## src/hdl/frv_pkg.sv

```systemverilog
// frv_pkg: shared types, codes and constants of the frame receiver validator
// holds the byte-wide crc update used by the checker; no dependencies
package frv_pkg;

  // frame layout bytes
  localparam logic [7:0] START_A = 8'h18;
  localparam logic [7:0] START_B = 8'h02;
  localparam logic [7:0] TERM_A  = 8'hE7;
  localparam logic [7:0] TERM_B  = 8'hFD;

  // header plus trailer bytes, and frame size for a zero length byte
  localparam logic [8:0] OVERHEAD  = 9'd9;
  localparam logic [8:0] MAX_TOTAL = 9'd265;

  localparam logic [15:0] CRC_INIT = 16'hFFFF;

  // configuration reset values
  localparam logic [7:0]  STATION_RST = 8'hF3;
  localparam logic [15:0] POLY_RST    = 16'h1021;
  localparam logic [7:0]  TIMEOUT_RST = 8'd56;

  // register indexes on the configuration port
  localparam logic [1:0] REG_STATION = 2'd0;
  localparam logic [1:0] REG_POLY    = 2'd1;
  localparam logic [1:0] REG_TIMEOUT = 2'd2;

  typedef enum logic [2:0] {
    STAT_VALID,
    STAT_BAD_START,
    STAT_WRONG_STATION,
    STAT_BAD_CRC,
    STAT_BAD_TERM
  } status_e;

  typedef struct packed {
    logic [7:0]  station;
    logic [15:0] poly;
    logic [7:0]  timeout;
  } cfg_t;

  typedef struct packed {
    logic       mode;
    logic [7:0] rx_byte;
  } item_t;

  typedef struct packed {
    status_e    status;
    logic       timed_out;
    logic [7:0] source_station;
    logic [7:0] command;
    logic [8:0] data_length;
  } result_t;

  // eight msb-first shift steps of the crc register with one data byte
  function automatic logic [15:0] crc_feed(logic [15:0] crc, logic [7:0] data,
                                           logic [15:0] poly);
    logic [15:0] c;
    logic        top;
    c = crc;
    for (int i = 0; i < 8; i++) begin
      top = c[15];
      c   = {c[14:0], data[7-i]};
      if (top) begin
        c = c ^ poly;
      end
    end
    return c;
  endfunction

endpackage

```

## src/hdl/frv_apb_regs.sv

```systemverilog
// frv_apb_regs: apb configuration registers of the frame receiver validator
// depends on frv_pkg for the register indexes and reset values
module frv_apb_regs import frv_pkg::*; (
  input  logic        clk_i,
  input  logic        rst_ni,
  input  logic        psel,
  input  logic        penable,
  input  logic        pwrite,
  input  logic [3:0]  paddr,
  input  logic [31:0] pwdata,
  output logic [31:0] prdata,
  output logic        pready,
  output cfg_t        cfg_o
);

  cfg_t       cfg_q, cfg_d;
  logic [1:0] idx;
  logic       wr_en;

  assign idx    = paddr[3:2];
  assign wr_en  = psel && penable && pwrite;
  assign pready = 1'b1;
  assign cfg_o  = cfg_q;

  // register write decode
  always_comb begin
    cfg_d = cfg_q;
    if (wr_en) begin
      case (idx)
        REG_STATION: cfg_d.station = pwdata[7:0];
        REG_POLY:    cfg_d.poly    = pwdata[15:0];
        REG_TIMEOUT: cfg_d.timeout = pwdata[7:0];
        default:     cfg_d = cfg_q;
      endcase
    end
  end

  always_ff @(posedge clk_i or negedge rst_ni) begin
    if (!rst_ni) begin
      cfg_q.station <= STATION_RST;
      cfg_q.poly    <= POLY_RST;
      cfg_q.timeout <= TIMEOUT_RST;
    end else begin
      cfg_q <= cfg_d;
    end
  end

  // read mux
  always_comb begin
    case (idx)
      REG_STATION: prdata = {24'd0, cfg_q.station};
      REG_POLY:    prdata = {16'd0, cfg_q.poly};
      REG_TIMEOUT: prdata = {24'd0, cfg_q.timeout};
      default:     prdata = 32'd0;
    endcase
  end

endmodule

```

## src/hdl/frv_in_reg.sv

```systemverilog
// frv_in_reg: input register stage that captures one beat per cycle while ready
// depends on frv_pkg for the item type
module frv_in_reg import frv_pkg::*; (
  input  logic  clk_i,
  input  logic  rst_ni,
  input  logic  in_valid_i,
  output logic  in_ready_o,
  input  item_t in_item_i,
  output logic  valid_o,
  input  logic  advance_i,
  output item_t item_o
);

  logic  valid_q, valid_d;
  item_t item_q;

  // free when empty or when the held beat moves on this cycle
  assign in_ready_o = !valid_q || advance_i;
  assign valid_o    = valid_q;
  assign item_o     = item_q;

  always_comb begin
    valid_d = valid_q;
    if (in_ready_o) begin
      valid_d = in_valid_i;
    end
  end

  always_ff @(posedge clk_i or negedge rst_ni) begin
    if (!rst_ni) begin
      valid_q <= 1'b0;
    end else begin
      valid_q <= valid_d;
    end
  end

  // payload, no reset
  always_ff @(posedge clk_i) begin
    if (in_ready_o && in_valid_i) begin
      item_q <= in_item_i;
    end
  end

endmodule

```

## src/hdl/frv_checker.sv

```systemverilog
// frv_checker: frame state, byte checks, crc update and verdict forming
// depends on frv_pkg for codes, constants and the crc step function
module frv_checker import frv_pkg::*; (
  input  logic    clk_i,
  input  logic    rst_ni,
  input  cfg_t    cfg_i,
  input  logic    advance_i,
  input  item_t   item_i,
  output logic    emit_o,
  output result_t result_o
);

  logic [8:0]  pos_q, pos_d;
  logic [8:0]  total_q, total_d;
  logic [15:0] crc_q, crc_d;
  logic [7:0]  chk_hi_q, chk_hi_d;
  status_e     err_q, err_d;
  logic [7:0]  src_q, src_d;
  logic [7:0]  cmd_q, cmd_d;
  logic [7:0]  idle_q, idle_d;

  logic [9:0]  pos_x, total_x;
  logic [7:0]  idle_inc;
  logic [7:0]  b;
  logic        in_body, at_chk_hi, at_chk_lo, at_term_a, at_term_b;
  logic        note;
  status_e     note_code;
  status_e     err_new;
  logic [7:0]  feed_data;
  logic [15:0] feed_out;
  logic [8:0]  len_out;
  logic        clear;

  assign b       = item_i.rx_byte;
  assign pos_x   = {1'b0, pos_q};
  assign total_x = {1'b0, total_q};
  assign idle_inc = idle_q + 8'd1;

  // where in the frame this byte falls
  assign in_body   = (pos_q <= 9'd4) || ((pos_x + 10'd4) < total_x);
  assign at_chk_hi = !in_body && ((pos_x + 10'd4) == total_x);
  assign at_chk_lo = !in_body && ((pos_x + 10'd3) == total_x);
  assign at_term_a = !in_body && ((pos_x + 10'd2) == total_x);
  assign at_term_b = !in_body && ((pos_x + 10'd1) == total_x);

  // one shared byte-wide crc step; the two augment bytes go in as zeros
  assign feed_data = in_body ? b : 8'd0;
  assign feed_out  = crc_feed(crc_q, feed_data, cfg_i.poly);

  assign len_out = (total_q >= OVERHEAD) ? (total_q - OVERHEAD) : 9'd0;

  // check each field in frame order
  always_comb begin
    note      = 1'b0;
    note_code = STAT_VALID;
    if (pos_q == 9'd0 && b != START_A) begin
      note = 1'b1; note_code = STAT_BAD_START;
    end else if (pos_q == 9'd1 && b != START_B) begin
      note = 1'b1; note_code = STAT_BAD_START;
    end else if (pos_q == 9'd2 && b != cfg_i.station) begin
      note = 1'b1; note_code = STAT_WRONG_STATION;
    end else if (at_chk_lo && feed_out != {chk_hi_q, b}) begin
      note = 1'b1; note_code = STAT_BAD_CRC;
    end else if (at_term_a && b != TERM_A) begin
      note = 1'b1; note_code = STAT_BAD_TERM;
    end else if (at_term_b && b != TERM_B) begin
      note = 1'b1; note_code = STAT_BAD_TERM;
    end
    err_new = (note && err_q == STAT_VALID) ? note_code : err_q;
  end

  // next state and verdict
  always_comb begin
    pos_d    = pos_q;
    total_d  = total_q;
    crc_d    = crc_q;
    chk_hi_d = chk_hi_q;
    err_d    = err_q;
    src_d    = src_q;
    cmd_d    = cmd_q;
    idle_d   = idle_q;
    clear    = 1'b0;
    emit_o   = 1'b0;
    result_o.status         = err_new;
    result_o.timed_out      = 1'b0;
    result_o.source_station = src_q;
    result_o.command        = cmd_q;
    result_o.data_length    = len_out;
    if (item_i.mode) begin
      // timer tick, only counts while a frame is open
      if (pos_q != 9'd0) begin
        idle_d = idle_inc;
        if (idle_inc >= cfg_i.timeout) begin
          emit_o             = 1'b1;
          clear              = 1'b1;
          result_o.status    = STAT_BAD_TERM;
          result_o.timed_out = 1'b1;
        end
      end
    end else begin
      idle_d = 8'd0;
      err_d  = err_new;
      if (pos_q == 9'd3) begin
        src_d = b;
      end
      if (pos_q == 9'd4) begin
        total_d = (b == 8'd0) ? MAX_TOTAL : ({1'b0, b} + OVERHEAD);
      end
      if (pos_q == 9'd5) begin
        cmd_d = b;
      end
      if (in_body || at_chk_hi || at_chk_lo) begin
        crc_d = feed_out;
      end
      if (at_chk_hi) begin
        chk_hi_d = b;
      end
      if (total_q != 9'd0 && at_term_b) begin
        emit_o = 1'b1;
        clear  = 1'b1;
      end else begin
        pos_d = pos_q + 9'd1;
      end
    end
    if (clear) begin
      pos_d    = 9'd0;
      total_d  = 9'd0;
      crc_d    = CRC_INIT;
      chk_hi_d = 8'd0;
      err_d    = STAT_VALID;
      src_d    = 8'd0;
      cmd_d    = 8'd0;
      idle_d   = 8'd0;
    end
  end

  always_ff @(posedge clk_i or negedge rst_ni) begin
    if (!rst_ni) begin
      pos_q    <= 9'd0;
      total_q  <= 9'd0;
      crc_q    <= CRC_INIT;
      chk_hi_q <= 8'd0;
      err_q    <= STAT_VALID;
      src_q    <= 8'd0;
      cmd_q    <= 8'd0;
      idle_q   <= 8'd0;
    end else if (advance_i) begin
      pos_q    <= pos_d;
      total_q  <= total_d;
      crc_q    <= crc_d;
      chk_hi_q <= chk_hi_d;
      err_q    <= err_d;
      src_q    <= src_d;
      cmd_q    <= cmd_d;
      idle_q   <= idle_d;
    end
  end

endmodule

```

## src/hdl/frv_out_reg.sv

```systemverilog
// frv_out_reg: result register that holds a verdict until it is taken
// depends on frv_pkg for the result type
module frv_out_reg import frv_pkg::*; (
  input  logic    clk_i,
  input  logic    rst_ni,
  input  logic    load_i,
  input  result_t result_i,
  output logic    free_o,
  output logic    valid_o,
  input  logic    ready_i,
  output result_t result_o
);

  logic    valid_q, valid_d;
  result_t result_q;

  // room for a new verdict when empty or when the held one leaves now
  assign free_o   = !valid_q || ready_i;
  assign valid_o  = valid_q;
  assign result_o = result_q;

  always_comb begin
    valid_d = valid_q;
    if (free_o) begin
      valid_d = load_i;
    end
  end

  always_ff @(posedge clk_i or negedge rst_ni) begin
    if (!rst_ni) begin
      valid_q <= 1'b0;
    end else begin
      valid_q <= valid_d;
    end
  end

  always_ff @(posedge clk_i) begin
    if (free_o && load_i) begin
      result_q <= result_i;
    end
  end

endmodule

```

## src/hdl/frame_receiver_validator_unit.sv

```systemverilog
// frame_receiver_validator_unit: top level of the serial frame checker
// depends on frv_pkg, frv_apb_regs, frv_in_reg, frv_checker and frv_out_reg
//
// usage
//   slave stream: one beat per received byte (tuser = 0) or per timer tick
//   (tuser = 1). frames are 0x18 0x02 dst src len data.. crc_hi crc_lo
//   0xE7 0xFD, len 0 meaning 256 data bytes; crc is start 0xFFFF, msb first,
//   augmented by 16 zero bits.
//   master stream: one verdict beat at each frame end or idle timeout.
//   apb port: station address at 0x0, crc polynomial at 0x4, timeout at 0x8,
//   written only while no beat is in flight.
// timing
//   a beat is registered in the input register, then checked; tvalid rises once
//   the verdict of the closing beat is loaded into the result register.
//   one beat per cycle sustained while no verdict waits on m_axis_tready; crc is byte-wide.
// reset
//   clears the frame state and the valid flags of both stage registers, and loads default config.
// stall
//   a held verdict blocks the checker stage only; the input register still
//   takes one beat, then tready drops until the master side takes the verdict.
module frame_receiver_validator_unit import frv_pkg::*; (
  input  logic        clk_i,
  input  logic        rst_ni,
  input  logic        s_axis_tvalid,
  output logic        s_axis_tready,
  input  logic [7:0]  s_axis_tdata,   // [7:0] rx_byte
  input  logic        s_axis_tuser,   // [0] mode
  output logic        m_axis_tvalid,
  input  logic        m_axis_tready,
  output logic [31:0] m_axis_tdata,   // [2:0] status, [10:3] source_station,
                                      // [18:11] command, [27:19] data_length
  output logic        m_axis_tuser,   // [0] timed_out
  input  logic        psel,
  input  logic        penable,
  input  logic        pwrite,
  input  logic [3:0]  paddr,
  input  logic [31:0] pwdata,
  output logic [31:0] prdata,
  output logic        pready
);

  cfg_t    cfg;
  item_t   in_item, item;
  logic    item_valid;
  logic    advance;
  logic    emit;
  logic    out_free;
  result_t result, out_result;

  assign in_item.mode    = s_axis_tuser;
  assign in_item.rx_byte = s_axis_tdata;

  // checker stage moves when an item waits and the result slot can take it
  assign advance = item_valid && out_free;

  frv_apb_regs u_regs (
    .clk_i   (clk_i),
    .rst_ni  (rst_ni),
    .psel    (psel),
    .penable (penable),
    .pwrite  (pwrite),
    .paddr   (paddr),
    .pwdata  (pwdata),
    .prdata  (prdata),
    .pready  (pready),
    .cfg_o   (cfg)
  );

  frv_in_reg u_in (
    .clk_i      (clk_i),
    .rst_ni     (rst_ni),
    .in_valid_i (s_axis_tvalid),
    .in_ready_o (s_axis_tready),
    .in_item_i  (in_item),
    .valid_o    (item_valid),
    .advance_i  (advance),
    .item_o     (item)
  );

  frv_checker u_chk (
    .clk_i     (clk_i),
    .rst_ni    (rst_ni),
    .cfg_i     (cfg),
    .advance_i (advance),
    .item_i    (item),
    .emit_o    (emit),
    .result_o  (result)
  );

  frv_out_reg u_out (
    .clk_i    (clk_i),
    .rst_ni   (rst_ni),
    .load_i   (advance && emit),
    .result_i (result),
    .free_o   (out_free),
    .valid_o  (m_axis_tvalid),
    .ready_i  (m_axis_tready),
    .result_o (out_result)
  );

  // pack the verdict beat
  assign m_axis_tdata = {4'd0, out_result.data_length, out_result.command,
                         out_result.source_station, out_result.status};
  assign m_axis_tuser = out_result.timed_out;

endmodule
```

## config.mk

```make
export PLATFORM = sky130hd
export DESIGN_NAME = frame_receiver_validator_unit
export DESIGN_NICKNAME = d
export VERILOG_FILES = /design/src/hdl/frv_pkg.sv /design/src/hdl/frv_apb_regs.sv /design/src/hdl/frv_in_reg.sv /design/src/hdl/frv_checker.sv /design/src/hdl/frv_out_reg.sv /design/src/hdl/frame_receiver_validator_unit.sv
export SDC_FILE = /design/constraint.sdc
export NUM_CORES = 1
export LEC_CHECK = 0
export BUFFER_PORTS_ARGS = -buffer_cell sky130_fd_sc_hd__buf_2
export CORE_MARGIN = 10
export CORE_UTILIZATION = 37
export DETAILED_ROUTE_END_ITERATION = 6
export SETUP_SLACK_MARGIN = 0.4
export SYNTH_ARGS = -nofsm -noshare
export SYNTH_HDL_FRONTEND = slang
export SYNTH_SLANG_ARGS = --single-unit
```

## constraint.sdc

```tcl
create_clock -name clk_i -period 5.8 [get_ports clk_i]
set_input_delay 0.58 -clock clk_i [delete_from_list [all_inputs] [get_ports clk_i]]
set_output_delay 0.58 -clock clk_i [all_outputs]
set_load 0.03 [all_outputs]
```

==> summary.md <==
| Metric | Value |
|---|---|
| Status | complete, no violations |
| Final Instance Area | 12,900 sq um |
| Fin nets | 1,493 |
| RD Place Congestion | 0.915 |
| CP startpoint kind | register |
| Setup WS post-layout | 0.531 ns |
| CTS tree | yes |
| CP dominant cell by count | a31oi_1 |
| Root buffer cell | clkbuf_16 |
| Die area | 38,300 sq um |
| Drt pass-1 iters | 5 |
| Placed Area | 12,300 sq um |
| Synth top area share | 0.164 |
| Syn Area/Cell | 8.46 sq um |
| Die Span Y | 196 microns |
| Critical path type | register to register |
| Place WS | 0.473 ns |
| Worst clock skew | 0.0113 ns |
| Final wirelength | 33,800 microns |
| Critical path buffers and inverters | 3 |
| Top FF cell, synth | dfrtp_1 |
| Slew headroom | 0.279 |
| Final setup viols | 0 |
| CP max stage delay | 0.64 ns |
| DP HPWL | 25,500 microns |
| Cell accounting for the most synthesized area | dfrtp_1 |
| Starting Density | 0.374 |
| Post-Syn Area | 11,400 sq um |
| Arr. time, crit path | 5.44 ns |
| Met2 usage | 0.283 |
| Slowest-stage cell, CP | dfrtp_4 |
| Diodes inserted | 0 |
| First-pass GRT wire length | 53,700 microns |
| H-tree Lvls | 4 |
| Final Hold Viols | 0 |
| WL per Instance | 18.6 microns |
| Number of cells on the critical path | 18 |
| Row Count | 64 |
| Worst Reg-to-Reg Cells | 18 |
| Clock Sinks | 141 |
| Clk slew on worst S/H paths | 0.06 ns |
| Worst-Skew Late Latency | 0.43 ns |
| Final min period | 5.27 ns |
| Period utilisation layout | 0.908 |
| Largest cells by area after synthesis | dfrtp_1 (16%), edfxtp_1 (10%), xnor2_1 (7.0%) |
| DR vias/cell | 5.48 |
| DRC errors left | 0 |
| Cells along the critical path | buf_4 > or2_2 > a31oi_1 > a221oi_1 > xnor2_1 > buf_4 > a31oi_1 > o21ai_0 > or3_1 > and4_4 > or3_1 > buf_12 > a21boi_1 > xnor3_1 > a31oi_1 > nand4_1 > o211ai_1 > a21oi_1 |
| GRT Max-Usage Layer | met2 |
| Crit path max-delay family | compound AO/OA/AOI/OAI gates |
| RSZ-0062 raised after global routing | yes |
| R2R Path End | u_out.result_o[26] |
| Synth cell types | 84 |
| Core region area | 30,500 sq um |
| Via count | 9,952 |
| Crit path max fanout | 28 |
| Commonest cells post-synth | nand2_1 (207), o21ai_0 (116), xnor2_1 (91) |
| Setup crit end kind | register |
| Cell with the most instances after synthesis | nand2_1 |
| Worst Tran Pin Value | 1.07 ns |
| F_max | 190 MHz |
| Number of enable flip-flop cells after synthesis | 38 |
| Die X-Extent | 196 microns |
| Fin util | 0.423 |
| R2R Path Start | u_regs.cfg_o[23] |
| Grt met3 use | 0.0228 |
| Synth async-reset ratio | 0.730 |
| Fraction of final layout cells sized beyond drive strength 1 | 0.173 |
| Critical Path RT | 5.97 ns |
| Largest net degree at the start of global routing | 62 |
| Synth-to-Final Area Change | 13.1% |
| All-Layer GR Usage | 0.172 |
| Global routing usage on met1 | 0.232 |
| Flop-to-flop setup slack | 0.53 ns |
| I/O Buffers | 80 |
| CTS max path bufs | 2 |
| Register area share after synthesis | 0.329 |
| Max Cap Viol | 0 |
| TNS Setup | 0 ns |
| Post-route ant nets | 0 |
| Pins over their slew limit | 0 |
| DRT iter0 DRCs | 728 |
| Initial antenna violation count | 0 |
| Synthesis-stage register bit count | 141 |
| Vias in the first global route | 9,516 |
| Number of buffers created by CTS | 17 |
| I/O pin count | 120 |
| Yosys warns | 0 |
| Syn Inst Count | 1,350 |
| Hold Crit Class | primary input to async pin |
| Final global-route overflow total | 0 |
-- final cells by class --
class / instances / area [sq um]
sequential: 141 / 3760
clock buffer: 19 / 433
fill: 3048 / 17600
clock inverter: 13 / 140
tap: 396 / 495
timing repair buffer: 140 / 870
multi-input combinational: 1064 / 7070
inverter: 42 / 158
-- stage by stage --
stage          std cells  hold slack [ns]
2_1_floorplan       1369            0.284
3_3_place_gp        1779            0.431
3_5_place_dp        1779            0.434
4_1_cts             1811            0.164
5_1_grt             1815            0.186
6_report            1815            0.143
-- cells in the final DEF (no fill, tap or decap), drive strengths merged, types with 17 or more instances in the layout --
cell type and count:
a21oi 72, buf 140, clkbuf 19, conb 21
dfrtp 75, dfstp 28, edfxtp 38, ha 35
inv 45, mux2 17, mux2i 22, nand2 207
nand3 33, nand4 20, nor2 72, nor3 28
o21ai 125, xnor2 92, xor2 50
-- routing by layer --
| layer | share of wire | wire [microns] |
|---|---|---|
| met5 | 0 | 0 |
| met4 | 0.019 | 629 |
| met3 | 0.044 | 1470 |
| met2 | 0.48 | 16200 |
| met1 | 0.46 | 15500 |
-- registers in the layout (all words and copies together) (netlist names), 9 cells and up --
register and flops:
u_chk.crc_q 16, u_chk.pos_q 9, u_chk.total_q 9, u_in.item_o 9
u_out.result_o 29, u_regs.cfg_o 32
-- worst max path at each step --
stage                                 from                  to  slack [ns]
final                     u_regs.cfg_o[23]  u_out.result_o[26]        0.53
after CTS                 u_regs.cfg_o[23]  u_out.result_o[26]        0.41
after global routing       u_chk.crc_q[15]  u_out.result_o[26]        0.35
after detailed placement  u_regs.cfg_o[23]  u_out.result_o[26]        0.47
after floorplan            u_chk.crc_q[14]  u_out.result_o[26]        0.90
after global placement    u_regs.cfg_o[23]  u_out.result_o[26]        0.46
-- what timing repair did --
item / CTS / global route
resized for setup: 0 / 10
hold buffers: 0 / 0
buffers inserted: 0 / 4
endpoints found under the setup margin: 0 / 30
-- cell families (layout without fill, tap and decap cells) --
kind of cell	count (synthesis)	after routing	share of synthesized area
AO/OA/AOI/OAI	339	339	0.192
XOR/XNOR	160	160	0.148
adder cells (fa/ha/maj)	35	35	0.0383
buffers and inverters	164	214	0.0623
flip-flops	141	141	0.329
multiplexers	39	39	0.0360
other	2	21	0.000658
AND/OR/NAND/NOR	470	470	0.194
Power is not shown: default switching activity piles up to over one toggle a cycle in this logic, so the estimate is an artifact.
